`src/rtl/core/cmosrtc_pkg.sv`:
```
package cmosrtc_pkg;

	localparam int RamBytes = 128;
	localparam int AddrW    = $clog2(RamBytes);

	localparam logic OP_READ    = 1'b0;
	localparam logic OP_WRITE   = 1'b1;
	localparam logic PORT_INDEX = 1'b0;
	localparam logic PORT_DATA  = 1'b1;

	localparam logic [AddrW-1:0] ADDR_SEC     = 7'h00;
	localparam logic [AddrW-1:0] ADDR_MIN     = 7'h02;
	localparam logic [AddrW-1:0] ADDR_HOUR    = 7'h04;
	localparam logic [AddrW-1:0] ADDR_WDAY    = 7'h06;
	localparam logic [AddrW-1:0] ADDR_DAY     = 7'h07;
	localparam logic [AddrW-1:0] ADDR_MON     = 7'h08;
	localparam logic [AddrW-1:0] ADDR_YEAR    = 7'h09;
	localparam logic [AddrW-1:0] ADDR_STAT_A  = 7'h0a;
	localparam logic [AddrW-1:0] ADDR_STAT_B  = 7'h0b;
	localparam logic [AddrW-1:0] ADDR_STAT_D  = 7'h0d;
	localparam logic [AddrW-1:0] ADDR_BASE_LO = 7'h15;
	localparam logic [AddrW-1:0] ADDR_BASE_HI = 7'h16;
	localparam logic [AddrW-1:0] ADDR_EXT_LO  = 7'h17;
	localparam logic [AddrW-1:0] ADDR_EXT_HI  = 7'h18;
	localparam logic [AddrW-1:0] ADDR_EXT2_LO = 7'h30;
	localparam logic [AddrW-1:0] ADDR_EXT2_HI = 7'h31;
	localparam logic [AddrW-1:0] ADDR_CENT    = 7'h32;
	localparam logic [AddrW-1:0] ADDR_BOOT    = 7'h3d;

	localparam logic [7:0] STAT_A_INIT  = 8'h26;
	localparam logic [7:0] STAT_B_INIT  = 8'h02;
	localparam logic [7:0] STAT_D_INIT  = 8'h80;
	localparam logic [7:0] BASE_LO_INIT = 8'h80;
	localparam logic [7:0] BASE_HI_INIT = 8'h02;
	localparam logic [7:0] BOOT_INIT    = 8'h02;

	localparam logic [6:0] CENTURY_BASE = 7'd19;

	typedef struct packed {
		logic        op;
		logic        port;
		logic [7:0]  write_data;
		logic [5:0]  now_seconds;
		logic [5:0]  now_minutes;
		logic [4:0]  now_hours;
		logic [2:0]  now_weekday;
		logic [4:0]  now_day;
		logic [3:0]  now_month;
		logic [12:0] now_year;
	} cmosrtc_in_t;

	typedef struct packed {
		logic [7:0] read_data;
	} cmosrtc_out_t;

	// time fields with the year already split into year mod 100 and century
	typedef struct packed {
		logic [5:0] sec;
		logic [5:0] min;
		logic [4:0] hour;
		logic [2:0] wday;
		logic [4:0] day;
		logic [3:0] mon;
		logic [6:0] yr_lo;
		logic [6:0] cent;
	} cmosrtc_tm_t;

	// v / 10 as (v * 205) >> 11, exact for v below 1029
	function automatic logic [7:0] bcd8(input logic [6:0] v);
		logic [14:0] prod;
		logic [3:0]  q;
		logic [6:0]  r;
		prod = 15'(v) * 15'd205;
		q    = prod[14:11];
		r    = v - 7'(q) * 7'd10;
		return {q, r[3:0]};
	endfunction

	function automatic logic [7:0] init_byte(input logic [AddrW-1:0] a,
			input logic [15:0] kb);
		logic [7:0] b;
		unique case (a)
			ADDR_STAT_A:                b = STAT_A_INIT;
			ADDR_STAT_B:                b = STAT_B_INIT;
			ADDR_STAT_D:                b = STAT_D_INIT;
			ADDR_BASE_LO:               b = BASE_LO_INIT;
			ADDR_BASE_HI:               b = BASE_HI_INIT;
			ADDR_EXT_LO, ADDR_EXT2_LO:  b = kb[7:0];
			ADDR_EXT_HI, ADDR_EXT2_HI:  b = kb[15:8];
			ADDR_BOOT:                  b = BOOT_INIT;
			default:                    b = 8'h00;
		endcase
		return b;
	endfunction

endpackage

```
`src/rtl/core/cmosrtc_if.sv`:
```
interface cmosrtc_req_if import cmosrtc_pkg::*; ();
	logic        valid;
	logic        ready;
	cmosrtc_in_t payload;

	modport source (output valid, output payload, input ready);
	modport sink   (input valid, input payload, output ready);
endinterface

interface cmosrtc_rsp_if import cmosrtc_pkg::*; ();
	logic         valid;
	logic         ready;
	cmosrtc_out_t payload;

	modport source (output valid, output payload, input ready);
	modport sink   (input valid, input payload, output ready);
endinterface

```
`src/rtl/core/cmosrtc_clock.sv`:
```
module cmosrtc_clock import cmosrtc_pkg::*; (
	input  cmosrtc_tm_t      tm,
	input  logic [AddrW-1:0] addr,
	output logic             hit,
	output logic [7:0]       value
);

	logic [6:0] bin;

	always_comb begin
		hit = 1'b1;
		bin = 7'd0;
		unique case (addr)
			ADDR_SEC:  bin = {1'b0, tm.sec};
			ADDR_MIN:  bin = {1'b0, tm.min};
			ADDR_HOUR: bin = {2'b0, tm.hour};
			ADDR_WDAY: bin = {4'b0, tm.wday} + 7'd1;
			ADDR_DAY:  bin = {2'b0, tm.day};
			ADDR_MON:  bin = {3'b0, tm.mon} + 7'd1;
			ADDR_YEAR: bin = tm.yr_lo;
			ADDR_CENT: bin = tm.cent;
			default:   hit = 1'b0;
		endcase
	end

	assign value = bcd8(bin);

endmodule

```
`src/rtl/core/cmos_rtc_index_data_port_core.sv`:
```
// channel | dir | payload                                   | handshake
// req     | in  | op, port, write_data, now_* time fields   | valid/ready
// rsp     | out | read_data, one word per read access       | valid/ready
//
// An accepted word is registered in the input stage, then updates the index
// or RAM (write) or loads the result register (read): one word per cycle
// while no read stalls; a read word reaches rsp via the result register.
// Reset clears the index and the RAM valid bits; unwritten RAM bytes read as
// their power-on values at once, so no clearing pass is needed.
// A read held in the input stage behind an unconsumed result stalls req.
module cmos_rtc_index_data_port_core import cmosrtc_pkg::*; #(
	parameter int EXT_MEM_MB = 64
) (
	input logic          clk,
	input logic          arst_n,
	cmosrtc_req_if.sink   req,
	cmosrtc_rsp_if.source rsp
);

	localparam int         ExtKbRaw = (EXT_MEM_MB - 1) * 1024;
	localparam logic [15:0] EXT_KB  = (ExtKbRaw > 65535) ? 16'hffff : 16'(ExtKbRaw);

	logic                  valid_s1;
	logic                  op_s1;
	logic                  port_s1;
	logic [7:0]            wdata_s1;
	cmosrtc_tm_t           tm_s1;

	logic [AddrW-1:0]      idx_q;
	logic [RamBytes-1:0]   vld_q;
	logic [7:0]            mem [RamBytes];
	logic                  out_vld_q;
	logic [7:0]            read_data_q;

	logic                  req_fire;
	logic                  adv;
	logic                  rd_load;
	logic                  mem_we;
	logic                  clk_hit;
	logic [7:0]            clk_byte;

	logic [25:0]           yr_prod;
	logic [6:0]            yr_div;
	logic [12:0]           yr_rem;
	cmosrtc_tm_t           tm_in;

	// year / 100 as (year * 5243) >> 19, exact over the 13-bit range
	always_comb begin
		yr_prod = 26'(req.payload.now_year) * 26'd5243;
		yr_div  = yr_prod[25:19];
		yr_rem  = req.payload.now_year - 13'(yr_div) * 13'd100;
		tm_in.sec   = req.payload.now_seconds;
		tm_in.min   = req.payload.now_minutes;
		tm_in.hour  = req.payload.now_hours;
		tm_in.wday  = req.payload.now_weekday;
		tm_in.day   = req.payload.now_day;
		tm_in.mon   = req.payload.now_month;
		tm_in.yr_lo = yr_rem[6:0];
		tm_in.cent  = yr_div + CENTURY_BASE;
	end

	assign adv       = valid_s1 && (op_s1 == OP_WRITE || !out_vld_q || rsp.ready);
	assign req.ready = !valid_s1 || adv;
	assign req_fire  = req.valid && req.ready;
	assign rd_load   = adv && op_s1 == OP_READ;
	assign mem_we    = adv && op_s1 == OP_WRITE && port_s1 == PORT_DATA;

	cmosrtc_clock u_clock (
		.tm    (tm_s1),
		.addr  (idx_q),
		.hit   (clk_hit),
		.value (clk_byte)
	);

	always_ff @(posedge clk or negedge arst_n) begin
		if (!arst_n) begin
			valid_s1  <= 1'b0;
			out_vld_q <= 1'b0;
			idx_q     <= '0;
			vld_q     <= '0;
		end else begin
			if (req_fire)
				valid_s1 <= 1'b1;
			else if (adv)
				valid_s1 <= 1'b0;

			if (rd_load)
				out_vld_q <= 1'b1;
			else if (rsp.ready)
				out_vld_q <= 1'b0;

			if (adv && op_s1 == OP_WRITE && port_s1 == PORT_INDEX)
				idx_q <= wdata_s1[AddrW-1:0];

			if (mem_we)
				vld_q[idx_q] <= 1'b1;
		end
	end

	always_ff @(posedge clk) begin
		if (req_fire) begin
			op_s1    <= req.payload.op;
			port_s1  <= req.payload.port;
			wdata_s1 <= req.payload.write_data;
			tm_s1    <= tm_in;
		end
	end

	// clock bytes are always rebuilt from the time fields when read
	always_ff @(posedge clk) begin
		if (mem_we)
			mem[idx_q] <= wdata_s1;
		if (rd_load) begin
			if (port_s1 == PORT_INDEX)
				read_data_q <= 8'(idx_q);
			else if (clk_hit)
				read_data_q <= clk_byte;
			else if (vld_q[idx_q])
				read_data_q <= mem[idx_q];
			else
				read_data_q <= init_byte(idx_q, EXT_KB);
		end
	end

	assign rsp.valid             = out_vld_q;
	assign rsp.payload.read_data = read_data_q;

	a_read_gives_word: assert property (@(posedge clk) disable iff (!arst_n)
		rd_load |=> out_vld_q)
		else $error("read left input stage without a result word");

	a_stall_cause: assert property (@(posedge clk) disable iff (!arst_n)
		!req.ready |-> (valid_s1 && op_s1 == OP_READ && out_vld_q && !rsp.ready))
		else $error("req stalled without a blocked read");

	a_index_write: assert property (@(posedge clk) disable iff (!arst_n)
		(adv && op_s1 == OP_WRITE && port_s1 == PORT_INDEX)
		|=> idx_q == $past(wdata_s1[AddrW-1:0]))
		else $error("index write lost");

	a_data_write_valid: assert property (@(posedge clk) disable iff (!arst_n)
		mem_we |=> vld_q[$past(idx_q)])
		else $error("RAM entry not marked written");

endmodule

```
`src/flat_wrapper.sv`:
```
// flat-port wrapper written by rule: the top's interface ports become plain ports
module cmos_rtc_index_data_port_core_flat import cmosrtc_pkg::*;
#(
	parameter int EXT_MEM_MB = 64
)
  (clk, arst_n, req_valid, req_payload, req_ready, rsp_valid, rsp_payload, rsp_ready);
  cmosrtc_req_if req_i ();
  cmosrtc_rsp_if rsp_i ();
  input logic clk;
  input logic arst_n;
  input wire logic [$bits(req_i.valid)-1:0] req_valid;
  input wire logic [$bits(req_i.payload)-1:0] req_payload;
  output wire logic [$bits(req_i.ready)-1:0] req_ready;
  output wire logic [$bits(rsp_i.valid)-1:0] rsp_valid;
  output wire logic [$bits(rsp_i.payload)-1:0] rsp_payload;
  input wire logic [$bits(rsp_i.ready)-1:0] rsp_ready;
  assign req_i.valid = req_valid;
  assign req_i.payload = req_payload;
  assign req_ready = req_i.ready;
  assign rsp_valid = rsp_i.valid;
  assign rsp_payload = rsp_i.payload;
  assign rsp_i.ready = rsp_ready;
  cmos_rtc_index_data_port_core #(.EXT_MEM_MB(EXT_MEM_MB)) u_core (.clk(clk), .arst_n(arst_n), .req(req_i), .rsp(rsp_i));
endmodule
```
`config.mk`:
```
export PLATFORM = sky130hd
export DESIGN_NAME = cmos_rtc_index_data_port_core_flat
export DESIGN_NICKNAME = d
export VERILOG_FILES = /design/src/rtl/core/cmosrtc_pkg.sv /design/src/rtl/core/cmosrtc_if.sv /design/src/rtl/core/cmosrtc_clock.sv /design/src/rtl/core/cmos_rtc_index_data_port_core.sv /design/src/flat_wrapper.sv
export SDC_FILE = /design/constraint.sdc
export NUM_CORES = 2
export LEC_CHECK = 0
export BUFFER_PORTS_ARGS = -buffer_cell sky130_fd_sc_hd__buf_2
export CORE_MARGIN = 2
export CORE_UTILIZATION = 50
export DETAILED_ROUTE_END_ITERATION = 6
export PLACE_DENSITY = 0.75
export SLEW_MARGIN = 20
export SYNTH_ARGS = -nofsm -noshare
export SYNTH_HDL_FRONTEND = slang
export SYNTH_SLANG_ARGS = --single-unit
```
`constraint.sdc`:
```
create_clock -name clk -period 6.4 [get_ports clk]
set_input_delay 0.32 -clock clk [delete_from_list [all_inputs] [get_ports clk]]
set_output_delay 0.32 -clock clk [all_outputs]
set_load 0.05 [all_outputs]
```
==> metrics.yaml <==
synth:
  synthArstFlopShare_pct: 11.2
  syn_inst: 2681
  synth_edf_count: 1085
  yosysSeqAreaShare_pct: 69.2
  yosysUniqueCellTypes: 66
  synth_area_um2: 52000
  synth_ff_type: "edfxtp_1"
  avgSynthCellArea_um2: 19.4
  synth_fp_nets: 2938
  ys_warn_count: 0
  ys_seq_elements: 1222
clock_network:
  root_buffer: "clkbuf_16"
  numClockSinks: 1222
  ctsLongestPathBuffers: 3
  clk_latency_ps: 730
  htree_levels: 3
  cts_tree: "yes"
  cts_buffers: 115
  path_clk_slew_ps: 60
routing:
  firstDrtPassIters: 6
  drtIter0Drc: 3134
  viasPerCell: 6.04
  finalWirelength_mm: 120
  ant_nets: 0
  vias: 26300
  wire_per_inst_um: 27.6
  drc: 0
worst_setup_path:
  end_kind: "flop"
  critPathMaxFanout: 10
  cp-startpoint: "u_core.idx_q[0]$_DFFE_PN0P_"
  rrSetupSlack_ps: 370
  crit_arrival_ps: 6460
  r2r-start: "u_core.idx_q[0]$_DFFE_PN0P_"
  cp-start-kind: "flop"
  cp.required_ps: 6830
  critPathKind: "reg -> reg"
sta:
  fin_tns_setup_ps: 0
  max_slew_margin_pct: 20.8
  setup_viol: 0
  period_share_pct: 94.2
  fin_crit_ps: 6030
  finalMaxSlewViolations: 0
  setup_slack_ps: 374
  hold_viol: 0
  fmaxAchievable_mhz: 166
  tightest_slew_ps: 1190
  rsz0062_at_grt: "no"
  fin_skew_ps: 42.4
final_layout:
  post-route-util_pct: 56.7
  drive_above_1_share_pct: 28.8
  syn_to_final_growth_pct: 12.6
  antennaDiodeCount: 0
  nets: 3128
floorplanning:
  io_pins: 66
  die_area_um2: 107000
  die_h_um: 327
  num_rows: 118
  die_x_um: 327
  initial_core_util_pct: 50.3
  core_area_um2: 103000
status:
  status: "completed"
power_and_ir_drop:
  ir_drop_uv: 261
  power_w: 0.0206
  power_density_nw_per_um2: 352
  leakagePower_nw: 21.0
grt:
  overflow: 0
  grt_usage_pct: 22.7
  grt_pass1_wl_mm: 179
  antenna_found_initial: 3
  first_global_vias: 27200
  grt_max_degree: 106
min_path:
  hp-start: "req_payload[3]"
  hold_path.class: "in -> reg"
run:
  drv_cap: 0
place:
  gp_congestion: 0.933
  place_hpwl_mm: 75.2
  portBuffers: 65
  pre_cts_ws_ps: -40.5
sequential cells by signal (all words and copies together), names as in the netlist:
name and cells:
u_core.mem 1024, u_core.vld_q 128, u_core.tm_s1 43, u_core.rsp.payload 8, u_core.wdata_s1 8, u_core.idx_q 7, u_core.op_s1 1, u_core.port_s1 1
u_core.rsp.valid 1, u_core.valid_s1 1
metrics by stage:
step,hold slack [ps],cells,instance area (um2)
after floorplan,24.4,2681,52000
after global placement,387,4086,54100
after detailed placement,403,4086,54100
after CTS,101,4348,58500
after global routing,149,4352,58600
final,133,4352,58600
per-layer routing:
layer | routed length, um | part of all wire (%) | track usage (%)
met5 | 0 | 0 | 0
met4 | 3290 | 2.7 | 7.14
met3 | 10800 | 9.0 | 4.82
met2 | 57700 | 48 | 35.8
met1 | 48300 | 40 | 32.3
what timing repair did:
action	CTS	global route
gates resized for setup	0	8
buffers inserted	0	2
hold buffers	44	0
hold endpoints to repair	110	0
endpoints found under the setup margin	0	3
cell families after synthesis:
family | Yosys count | synth area share, %
buf+inv | 301 | 2.50
fa+ha+maj | 201 | 5.80
simple gates | 426 | 4.18
xor+xnor | 26 | 0.479
flops | 1222 | 69.2
compound gates | 110 | 1.44
mux | 395 | 16.4
power breakdown:
part / internal [W] / total [W] / switching [W]
Combinational: 0.00201 / 0.00445 / 0.00245
Sequential: 0.00899 / 0.00914 / 0.000154
Clock: 0.00404 / 0.00704 / 0.00300
Total: 0.0150 / 0.0206 / 0.00560
final timing paths:
check,cells past startpoint,to
worst max register to register,26,u_core.rsp.payload[2]$_DFFE_PP_
worst min-delay path,2,u_core.tm_s1[10]$_DFFE_PP_
worst min register to register,1,u_core.vld_q[43]$_DFFE_PN0P_
min in group asynchronous,2,u_core.vld_q[107]$_DFFE_PN0P_
worst max-delay path,26,u_core.rsp.payload[2]$_DFFE_PP_
max in group asynchronous,3,u_core.vld_q[35]$_DFFE_PN0P_
synth_stat cells, drive strengths merged, types with 16 or more instances:
cell | instances | share of area (%)
clkbuf | 29 | 0.21
o21ai | 17 | 0.16
fa | 67 | 2.6
a21oi | 26 | 0.25
nor3 | 16 | 0.15
edfxtp | 1085 | 63
mux2i | 20 | 0.38
buf | 89 | 0.97
ha | 134 | 3.2
nand3 | 24 | 0.23
dfrtp | 137 | 6.6
inv | 183 | 1.3
or2 | 132 | 1.6
mux4 | 363 | 16
xnor2 | 19 | 0.33
nor2 | 151 | 1.1
nand2 | 43 | 0.31
worst max-delay path, cell delays in order (launching register included):
cell and delay [ps]:
dfrtp_4 520, or3b_1 450, nor4b_4 300, buf_4 200, nand2_1 90, nand4_1 130
buf_4 150, ha_1 160, inv_1 70, fa_1 400, inv_1 80, fa_1 450
ha_1 300, ha_1 290, a21o_1 160, a21oi_1 200, o21ai_1 150, o21ai_1 130
xor2_1 310, inv_1 80, ha_1 200, inv_1 70, fa_1 410, nor2_1 130
a31oi_1 70, o311ai_0 140, o21ai_1 110
area by class of cell:
class	count	area (um2)
multi-input combinational	1158	14700
clock inverter	65	773
clock buffer	153	3170
tap	1380	1730
fill	7500	44800
timing repair buffer	191	1420
inverter	183	689
sequential	1222	36000
cell usage in the layout (no fill, tap or decap), drive strengths merged, types with 3 or more instances in the layout:
cell and n:
ha 134, nor3 16, or3b 4, clkinvlp 3, mux4 363, o21ai 17
a31oi 8, clkinv 44, mux2i 20, edfxtp 1085, fa 67, dfrtp 137
or2 132, nor4 3, inv 188, nor2 151, clkbuf 153, a211o 7
and3 8, xnor2 19, mux2 12, buf 147, nand3 24, a21o 5
nor2b 12, and2 3, o21a 4, bufinv 13, o211ai 3, a211oi 6
or3 8, nand4 6, a22oi 7, xor2 6, nand2b 9, a22o 3
nand2 43, dlygate4sd3 44, a21oi 26
Note: power is estimated with default switching activity, not from simulation.
